==> config.mk <==
export PLATFORM = sky130hd
export DESIGN_NAME = olidl_cell
export DESIGN_NICKNAME = d
export VERILOG_FILES = /design/src/hdl/olidl_pkg.sv /design/src/hdl/olidl_cell.sv
export SDC_FILE = /design/constraint.sdc
export NUM_CORES = 1
export LEC_CHECK = 0
export ABC_AREA = 0
export BUFFER_PORTS_ARGS = -buffer_cell sky130_fd_sc_hd__buf_2
export CELL_PAD_IN_SITES_DETAIL_PLACEMENT = 0
export CELL_PAD_IN_SITES_GLOBAL_PLACEMENT = 2
export CORE_MARGIN = 4
export CORE_UTILIZATION = 23
export CTS_BUF_LIST = sky130_fd_sc_hd__clkbuf_16
export CTS_CLUSTER_SIZE = 20
export DETAILED_ROUTE_END_ITERATION = 12
export PLACE_DENSITY = 0.88
export REMOVE_ABC_BUFFERS = 1
export SLEW_MARGIN = 20
export SYNTH_ARGS = -nofsm -noshare
export SYNTH_HDL_FRONTEND = slang
export SYNTH_SLANG_ARGS = --single-unit
==> constraint.sdc <==
create_clock -name clock -period 2.5 [get_ports clock]
set_clock_uncertainty 0.05 [all_clocks]
set_input_delay 0.125 -clock clock [delete_from_list [all_inputs] [get_ports clock]]
set_output_delay 0.125 -clock clock [all_outputs]
set_load 0.01 [all_outputs]
==> src/hdl/olidl_pkg.sv <==
// Shared types and constants for the ordered list block.
// Used by the list cells, the chunk picker and the top level.
package olidl_pkg;

   localparam int CHUNK = 16;
   localparam int CHW   = 4;

   typedef enum logic [1:0] {
      ACT_INSERT = 2'd0,
      ACT_DELETE = 2'd1,
      ACT_LOCATE = 2'd2,
      ACT_NONE   = 2'd3
   } action_type;

   typedef enum logic [1:0] {
      STS_OK           = 2'd0,
      STS_BAD_POSITION = 2'd1,
      STS_FULL         = 2'd2,
      STS_NOT_FOUND    = 2'd3
   } status_type;

   typedef enum logic [1:0] {
      ST_IDLE = 2'b01,
      ST_SCAN = 2'b10
   } state_type;

   typedef struct packed {
      logic insert;
      logic remove;
      logic find;
      logic shift;
   } cmd_type;

   typedef struct packed {
      status_type  status;
      logic [31:0] removed_value;
      logic [9:0]  found_position;
      logic [9:0]  entry_count;
   } rsp_type;

endpackage

==> src/hdl/olidl_cell.sv <==
// One list cell: holds one entry, shifts it to or from its neighbors,
// and carries a tag and a word along the scan chain. Depends on olidl_pkg.
module olidl_cell #(
   parameter int INDEX = 0,
   parameter int PW    = 11
) (
   input  logic             clock,
   input  olidl_pkg::cmd_type cmd,
   input  logic [PW-1:0]    pos_m1,
   input  logic [PW-1:0]    cnt,
   input  logic [31:0]      value,
   input  logic [31:0]      prev_data,
   input  logic [31:0]      next_data,
   input  logic             far_tag,
   input  logic [31:0]      far_rd,
   output logic [31:0]      data,
   output logic             tag,
   output logic [31:0]      rd
);
   import olidl_pkg::*;

   localparam logic [PW-1:0] IDX = PW'(INDEX);

   logic [31:0] data_ff, data_in;
   logic        tag_ff, tag_in;
   logic [31:0] rd_ff, rd_in;

   always_comb begin
      data_in = data_ff;
      if (cmd.insert) begin
         if (IDX == pos_m1) begin
            data_in = value;
         end else if (IDX > pos_m1) begin
            data_in = prev_data;
         end
      end else if (cmd.remove && (IDX >= pos_m1)) begin
         data_in = next_data;
      end

      tag_in = tag_ff;
      rd_in  = rd_ff;
      if (cmd.find) begin
         tag_in = (data_ff == value) && (IDX < cnt);
         rd_in  = data_ff;
      end else if (cmd.remove) begin
         tag_in = (IDX == pos_m1);
         rd_in  = data_ff;
      end else if (cmd.shift) begin
         tag_in = far_tag;
         rd_in  = far_rd;
      end
   end

   always_ff @(posedge clock) begin
      data_ff <= data_in;
      tag_ff  <= tag_in;
      rd_ff   <= rd_in;
   end

   assign data = data_ff;
   assign tag  = tag_ff;
   assign rd   = rd_ff;

endmodule

==> impl_metrics.yaml <==
critical_path:
  r2r_setup_slack_ns: 0.59
  critical_path_class: "flip-flop to flip-flop"
  reg2reg_from: "data[13]"
  cpMostUsedCell: "nand4_1"
  cp_max_fo: 3
  start_kind: "flip-flop"
  crit_slowest_cell: "nor4_1"
  r2r-end: "tag"
  worstPathRequired_ns: 2.62
  path_cells: "xnor2_1 -> nand4_1 -> nor4_1 -> nand4_1 -> o22ai_2"
  startpoint: "data[13]"
  endpoint: "tag"
  r2r_cells: 5
  worstPathArrival_ns: 2.03
  worst_setup_path_end_kind: "flip-flop"
  max_stage_delay_ns: 0.54
synthesis:
  yosys_warnings: 0
  synth.yosys.seq_area_share: 0.5622
  synth-edff-count: 65
  synth_flop_cell: "edfxtp_1"
  synth_area_leader_cell: "edfxtp_1"
  synthCells: 266
  synth.cell_area_um2: 3472
  synthArstFlopShare: 0
  yosys-top-cells-area: "edfxtp_1 56%, mux2_2 10%, mux2i_1 9.2%"
  synth_top_area_frac: 0.5622
  ys_ff_latch: 65
  synth_cell_types: 20
  syn_avg_cell_area_um2: 13.05
clock_network:
  clk_pin_slew_ns: 0.06
  cts_resized: 0
  cts.htree.levels: 3
  cts_buffers: 9
  cts_tree: "yes"
  clock_sinks: 65
  clock_latency_ns: 0.33
  root_buffer: "clkbuf_16"
  clockBufferDepth: 2
  hold_buffers: 0
  postCtsSetupRepairBufs: 0
grt:
  grt_use_met3: 0.04106
  track_usage: 0.1273
  grt_start_max_net_pins: 49
  grt_use_met2: 0.2165
  antenna_found_initial: 0
  busiest_layer: "met2"
  grtUsageMet1: 0.1550
  grt_pass1_wl_um: 16580
  grt_pass1_vias: 3233
  overflow: 0
final_layout:
  multi_input_area_um2: 1425
  area_growth_pct: 46.31
  n_antenna_cell: 0
  drive_gt1_frac: 0.5648
  nets: 645
  seqCellArea_um2: 1952
  n_fill_cell: 1489
placed_design:
  port_buffers: 220
  routabilityCongestion: 0.7561
  hpwl_um: 9061
route:
  dr_total_vias: 2978
  final_antenna_net_count: 0
  drtPass1Iterations: 4
  route.detailed.drc: 0
  drtIter0Drc: 109
  vias_per_cell: 4.392
  wl_per_cell_um: 16.76
  drt_wl_total_um: 11360
job:
  maxCapViolCount: 0
timing:
  setup_violations: 0
  finalHoldWorstSlack_ns: 0.04917
  fin_crit_ns: 1.910
  hold_viol_final: 0
  max_freq_ghz: 0.5237
  tightest_slew_ns: 0.8751
  finalSetupTns_ns: 0
  final_max_slew_viol_count: 0
  period_share: 0.7638
  rsz0062_at_grt: "false"
  slew_headroom: 0.4166
power_and_ir_drop:
  peakVddDrop_mv: 0.2649
  p_leak_uw: 0.002393
  powerDensity_nw_per_um2: 575.0
floorplan:
  ios: 221
  dieHeight_um: 130.9
  core_um2: 14640
  std_cell_rows: 44
  initial_core_util: 0.2371
  die-area_um2: 17130
  die_w_um: 130.9
worst_hold_path:
  worstHoldPathCells: 2
  hold_start: "far_rd[3]"
  hp-class: "input port to flip-flop"
status:
  outcome: "completed"
## cells in the mapped netlist (6+ instances only)
cell       n
nand4_1    6
nor2_1    35
mux2_2    32
a21oi_1   32
mux2i_1   32
nor4_1     8
edfxtp_1  65
xnor2_1   17
clkbuf_1   7
xor2_1    15
## cells in the final DEF (no fill, tap or decap)
master      netlist  routed
mux2_2           32      32
nand3_2           0       1
nor2_4            1       3
clkinv_1          0       2
edfxtp_1         65      65
nand4_1           6       6
buf_12            3       1
a21oi_1          32      32
xnor2_1          17      17
clkbuf_16         0       9
nor4_1            8       8
nor3_1            3       3
a21oi_2           1       1
bufinv_16         0       2
or3_2             0       1
nand3_1           2       1
clkinvlp_4        0       1
mux2i_1          32      32
inv_1             1       1
o22ai_2           1       1
buf_4             0       5
xor2_1           15      15
clkinv_2          0       2
buf_2             3     220
nor2_1           35      33
## per-stage QoR
stage	util	setup slack [ns]	total power [uW]	cells	cell area (um^2)
2_1_floorplan	-	-1.399	1406	252	3359
3_3_place_gp	0.3257	0.5596	1621	662	4770
3_5_place_dp	0.3257	0.5790	1629	662	4770
4_1_cts	0.3469	0.5508	2972	678	5080
5_1_grt	0.3469	0.4618	3050	678	5080
6_report	0.3469	0.5905	2921	678	5080
## flip-flops by register name (all words and copies together) (netlist names)
signal  cells
tag         1
data       32
rd         32
## logic make-up (layout without fill, tap and decap cells)
logic type | after synthesis | in the layout | share of synthesized area
AOI/OAI and AO/OA | 34 | 34 | 0.05225
xor gates and xnor gates | 32 | 32 | 0.08072
buffers and inverters | 15 | 243 | 0.03351
DFF | 65 | 65 | 0.5622
muxes | 64 | 64 | 0.1960
and+or+nand+nor | 56 | 56 | 0.07532
## final cells by class
class / count / share of cell area
Sequential cell: 65 / 0.3842
Multi-Input combinational cell: 186 / 0.2805
Timing Repair Buffer: 226 / 0.2281
Tap cell: 184 / 0.04532
Clock buffer: 9 / 0.04433
Clock inverter: 7 / 0.01675
Inverter: 1 / 0.0007389
## per-layer routing
layer | wire length (um) | vias to the layer above | share of wire
li1 | - | 1441 | -
met2 | 5534 | 147 | 0.49
met4 | 106 | 0 | 0.0093
met3 | 965 | 10 | 0.085
met5 | 0 | - | 0
met1 | 4758 | 1380 | 0.42
## report_power, final
group | switching [uW] | internal [uW]
Clock | 458 | 862
Sequential | 9.72 | 1240
Combinational | 168 | 181
## critical path, delay by kind of cell (launching register included)
kind	cells	cell delay, ns
DFF	1	0.43
and+or+nand+nor	3	0.95
AOI/OAI and AO/OA	1	0.15
xor gates and xnor gates	1	0.17
## worst min-delay path by stage
stage               to  slack [ns]
2_1_floorplan  data[0]        0.28
3_3_place_gp    rd[17]        0.38
3_5_place_dp    rd[27]        0.38
4_1_cts          rd[3]        0.03
5_1_grt          rd[0]        0.04
6_report         rd[3]        0.05
Power figures use the tool's default switching activity.
