--- src/hdl/olidl_pkg.sv ---
// Shared types and constants for the ordered list block.
// Used by the list cells, the chunk picker and the top level.
package olidl_pkg;

   localparam int CHUNK = 16;
   localparam int CHW   = 4;

   typedef enum logic [1:0] {
      ACT_INSERT = 2'd0,
      ACT_DELETE = 2'd1,
      ACT_LOCATE = 2'd2,
      ACT_NONE   = 2'd3
   } action_type;

   typedef enum logic [1:0] {
      STS_OK           = 2'd0,
      STS_BAD_POSITION = 2'd1,
      STS_FULL         = 2'd2,
      STS_NOT_FOUND    = 2'd3
   } status_type;

   typedef enum logic [1:0] {
      ST_IDLE = 2'b01,
      ST_SCAN = 2'b10
   } state_type;

   typedef struct packed {
      logic insert;
      logic remove;
      logic find;
      logic shift;
   } cmd_type;

   typedef struct packed {
      status_type  status;
      logic [31:0] removed_value;
      logic [9:0]  found_position;
      logic [9:0]  entry_count;
   } rsp_type;

endpackage

--- src/hdl/olidl_pick.sv ---
// Finds the first tagged cell in the lowest chunk of the scan chain and
// selects its word. Depends on olidl_pkg.
module olidl_pick (
   input  logic [olidl_pkg::CHUNK-1:0]       tags,
   input  logic [olidl_pkg::CHUNK-1:0][31:0] words,
   output logic                              hit,
   output logic [olidl_pkg::CHW-1:0]         idx,
   output logic [31:0]                       word
);
   import olidl_pkg::*;

   always_comb begin
      idx = '0;
      for (int k = CHUNK - 1; k >= 0; k--) begin
         if (tags[k]) begin
            idx = CHW'(k);
         end
      end
   end

   assign hit  = |tags;
   assign word = words[idx];

endmodule

--- config.mk ---
export PLATFORM = sky130hd
export DESIGN_NAME = olidl_pick
export DESIGN_NICKNAME = d
export VERILOG_FILES = /design/src/hdl/olidl_pkg.sv /design/src/hdl/olidl_pick.sv
export SDC_FILE = /design/constraint.sdc
export NUM_CORES = 1
export LEC_CHECK = 0
export BUFFER_PORTS_ARGS = -buffer_cell sky130_fd_sc_hd__clkbuf_2
export CORE_AREA = 5 5 217 219
export DETAILED_ROUTE_END_ITERATION = 16
export DIE_AREA = 0 0 222 224
export GPL_ROUTABILITY_DRIVEN = 0
export PLACE_DENSITY = 0.36
export SYNTH_ARGS = -nofsm -noshare
export SYNTH_HDL_FRONTEND = slang
export SYNTH_SLANG_ARGS = --single-unit
--- constraint.sdc ---
create_clock -name vclk -period 2.8
set_clock_uncertainty 0.1 [all_clocks]
set_input_delay 0.14 -clock vclk [all_inputs]
set_output_delay 0.14 -clock vclk [all_outputs]
set_load 0.05 [all_outputs]
==> flow_summary.html <==
<table>
<tr><th>Metric</th><th>Value</th></tr>
<tr><th colspan="2">Routing</th></tr>
<tr><td>Pre-Repair DR Iteration Count</td><td>5</td></tr>
<tr><td>DRT Wirelength</td><td>45.4 mm</td></tr>
<tr><td>Remaining number of nets flagged by the antenna check after routing</td><td>0</td></tr>
<tr><td>Detailed-route vias per instance</td><td>4.56</td></tr>
<tr><td>Total via count after detailed routing</td><td>8868</td></tr>
<tr><td>Drt first-iter violations</td><td>416</td></tr>
<tr><td>Post-DR wirelength/cell</td><td>23.4 um</td></tr>
<tr><td>DR DRC count</td><td>0</td></tr>
<tr><th colspan="2">Logic synthesis</th></tr>
<tr><td>Proportion of synthesized chip area in sequential cells</td><td>0%</td></tr>
<tr><td>Most frequent cell after synthesis</td><td>a211oi_1</td></tr>
<tr><td>Library cell occupying the most area in the post-synthesis netlist</td><td>mux2i_1</td></tr>
<tr><td>Largest cells by area after synthesis</td><td>mux2i_1, a211oi_1, mux2_2</td></tr>
<tr><td>Area of the mapped netlist</td><td>4860 um^2</td></tr>
<tr><td>Number of instances in the synthesized netlist</td><td>699</td></tr>
<tr><td>Distinct cell type count of the synthesized netlist</td><td>51</td></tr>
<tr><td>Total nets after synthesis</td><td>1227</td></tr>
<tr><td>Post-Syn Area per Cell</td><td>6.96 um^2</td></tr>
<tr><td>Leading post-synthesis cells by instance count</td><td>a211oi_1, and3_1, mux2i_1</td></tr>
<tr><td>Top-area cell type share of the netlist area</td><td>11.5%</td></tr>
<tr><td>Ys Warns</td><td>0</td></tr>
<tr><th colspan="2">STA</th></tr>
<tr><td>Transition time at the pin with the least slew margin</td><td>0.560 ns</td></tr>
<tr><td>Hold Fails Final Rpt</td><td>0</td></tr>
<tr><td>Final Critical Period</td><td>2.82 ns</td></tr>
<tr><td>Final clock period utilization by the worst path</td><td>101%</td></tr>
<tr><td>Timing-limited maximum frequency</td><td>355 MHz</td></tr>
<tr><td>Setup ws final</td><td>-0.0182 ns</td></tr>
<tr><td>Number of pins exceeding their max-slew limit in the final report</td><td>0</td></tr>
<tr><td>Worst slack on hold paths</td><td>0.697 ns</td></tr>
<tr><td>RSZ-0062 raised after global routing</td><td>true</td></tr>
<tr><td>Relative slew margins</td><td>62.4%</td></tr>
<tr><td># setup viols final</td><td>6</td></tr>
<tr><th colspan="2">Die</th></tr>
<tr><td>I/O pin count</td><td>565</td></tr>
<tr><td>Die Height</td><td>224 um</td></tr>
<tr><td>Placement row count</td><td>78</td></tr>
<tr><td>Effective utilization at floorplan</td><td>10.8%</td></tr>
<tr><td>Placeable core region</td><td>44900 um^2</td></tr>
<tr><td>Width of the die</td><td>222 um</td></tr>
<tr><td>Die area</td><td>49700 um^2</td></tr>
<tr><th colspan="2">Worst setup path</th></tr>
<tr><td>Worst Setup EP</td><td>word[22]</td></tr>
<tr><td>CP Launch Type</td><td>input pin</td></tr>
<tr><td>Data arrival time of the worst path</td><td>2.58 ns</td></tr>
<tr><td>Required arrival time at the worst endpoint</td><td>2.56 ns</td></tr>
<tr><td>Critical path capture point type</td><td>primary output</td></tr>
<tr><td>Critical path peak fanout</td><td>9</td></tr>
<tr><td>Start-to-end type of the worst setup path</td><td>input pin to primary output</td></tr>
<tr><td>Critical path origin</td><td>tags[2]</td></tr>
<tr><th colspan="2">Pwr</th></tr>
<tr><td>Leakage Power</td><td>5.27 nW</td></tr>
<tr><td>Combinational cell fraction of total power</td><td>100.0%</td></tr>
<tr><td>Largest voltage drop on the vdd net</td><td>122 uV</td></tr>
<tr><td>Internal Power</td><td>1.14 mW</td></tr>
<tr><td>Share of power burned in the clock network</td><td>0%</td></tr>
<tr><td>Sequential share of power</td><td>0%</td></tr>
<tr><td>PwrDens</td><td>210 nW/um^2</td></tr>
<tr><td>Switching power share of the total</td><td>50.2%</td></tr>
<tr><td>Net switching power of the design</td><td>1.15 mW</td></tr>
<tr><th colspan="2">Global route</th></tr>
<tr><td>Number of global-route vias before repair</td><td>9144</td></tr>
<tr><td>Initial antenna violation count</td><td>3</td></tr>
<tr><td>Pin count of the biggest net entering global routing</td><td>41</td></tr>
<tr><td>Most Used Layer, Global Route</td><td>met2</td></tr>
<tr><td>Overall Global Routing Usage</td><td>16.1%</td></tr>
<tr><td>M3 GR Usage</td><td>3.73%</td></tr>
<tr><td>Total global routing overflow</td><td>0</td></tr>
<tr><td>Met1 routing resource usage after global routing</td><td>20.5%</td></tr>
<tr><td>Met2 routing resource usage after global routing</td><td>28.6%</td></tr>
<tr><td>Global-route wire length before repair</td><td>61.2 mm</td></tr>
<tr><th colspan="2">Outcome</th></tr>
<tr><td>Result of the run</td><td>finished, violations left</td></tr>
<tr><td>Failing checks</td><td>negative setup slack</td></tr>
<tr><th colspan="2">Final layout</th></tr>
<tr><td>Number of clock buffers in the layout</td><td>0</td></tr>
<tr><td>Total area of sequential cells</td><td>0 um^2</td></tr>
<tr><td>Share of final-layout standard cells stronger than drive strength 1</td><td>65.2%</td></tr>
<tr><td>Final antenna diode count</td><td>0</td></tr>
<tr><td>Filler Cells Inserted</td><td>5034</td></tr>
<tr><td>Layout-stage area growth over the synthesis result</td><td>124%</td></tr>
<tr><td>Sequential cell count</td><td>0</td></tr>
<tr><td>NumNets Final</td><td>1873</td></tr>
<tr><th colspan="2">CTS</th></tr>
<tr><td>Hold bufs inserted after CTS</td><td>0</td></tr>
<tr><th colspan="2">Hold path</th></tr>
<tr><td>Hold WC Path Type</td><td>input pin to primary output</td></tr>
<tr><td>Min-delay src</td><td>words[452]</td></tr>
<tr><th colspan="2">Flow run</th></tr>
<tr><td>Number of max-cap violations</td><td>0</td></tr>
<tr><th colspan="2">Place</th></tr>
<tr><td>HPWL after detailed placement</td><td>37.3 mm</td></tr>
<tr><td>Port bufs</td><td>565</td></tr>
<tr><td>Setup Slack @ Placement</td><td>-0.299 ns</td></tr>
</table>
## timing repair
| item | CTS | global route |
|---|---|---|
| setup buffers | 11 | 19 |
| pin swaps | 10 | 22 |
| endpoints found under the setup margin | 28 | 32 |
| gates resized for setup | 53 | 74 |
| cloned | 2 | 5 |
## stage by stage
step           power [mW]  util (%)  area, um^2  TNS [ns]  instances
6_report             2.28      24.2       10900   -0.0553       1943
5_1_grt              2.42      24.2       10900     -1.20       1943
4_1_cts              2.16      22.9       10300    -0.190       1924
3_3_place_gp         2.06      22.0        9900     -2.43       1911
3_5_place_dp         2.05      22.0        9900     -2.61       1911
2_1_floorplan       0.935         -        5040    -0.262        699
## placed cells by master (no fill, tap or decap), drive strengths merged, types with 5 or more instances in the layout
cell / synthesis / final
a31oi: 31 / 31
nor3: 7 / 7
o211ai: 12 / 12
or3: 7 / 7
o32ai: 5 / 5
a211o: 12 / 12
or4: 7 / 7
o211a: 8 / 8
mux2i: 56 / 56
a211oi: 63 / 63
nor2: 15 / 15
and3: 60 / 60
clkbuf: 42 / 540
nor4: 11 / 11
a221oi: 39 / 39
o21ai: 53 / 53
mux2: 41 / 41
a2111oi: 10 / 10
a221o: 9 / 9
nand2: 53 / 53
a22o: 10 / 10
a21oi: 31 / 31
a31o: 17 / 17
nand3: 22 / 22
a22oi: 7 / 7
a311oi: 6 / 6
buf: 42 / 188
and4: 7 / 7
a21o: 5 / 5
## worst min path at each step
stage	slack [ns]	cells past startpoint	endpoint
final	0.70	4	word[4]
after global routing	0.74	4	word[4]
after CTS	0.72	4	word[13]
after detailed placement	0.68	4	word[1]
after global placement	0.70	4	word[1]
after floorplan	0.48	2	word[15]
## logic make-up (layout without fill, tap and decap cells)
kind of cell | count (synthesis) | after routing | share of synthesized area (%)
simple gates | 193 | 193 | 21.8
compound gates | 321 | 321 | 49.1
buf+inv | 88 | 732 | 8.10
mux | 97 | 97 | 21.0
## cell type report
type | count | area [um^2] | share of cell area (%)
timing repair buffer | 728 | 5050 | 46.4
tap | 600 | 751 | 6.90
inverter | 4 | 22.5 | 0.207
multi-input combinational | 611 | 5060 | 46.5
## worst max-delay path, cell delays in order
cell and delay (ns):
buf_6 0.09, or3_1 0.35, a221o_1 0.33, a21oi_4 0.18
nor2_4 0.10, buf_12 0.16, buf_12 0.14, buf_4 0.15
mux2i_1 0.12, a22o_1 0.27, nor4_4 0.33, buf_12 0.18
## power groups by stage
stage | Combinational, mW | Sequential, mW | Clock, mW
2_1_floorplan | 0.935 | 0 | 0
3_3_place_gp | 2.06 | 0 | 0
3_5_place_dp | 2.05 | 0 | 0
4_1_cts | 2.16 | 0 | 0
5_1_grt | 2.42 | 0 | 0
6_report | 2.28 | 0 | 0
## per-layer routing
| metal | routed length, um | vias up | share of wire, % |
|---|---|---|---|
| met2 | 22500 | 437 | 50 |
| met1 | 19000 | 4210 | 42 |
| met4 | 562 | 6 | 1.2 |
| met3 | 3300 | 34 | 7.3 |
| met5 | 47 | - | 0.10 |
| li1 | - | 4181 | - |
(Power assumes the default switching activity.)
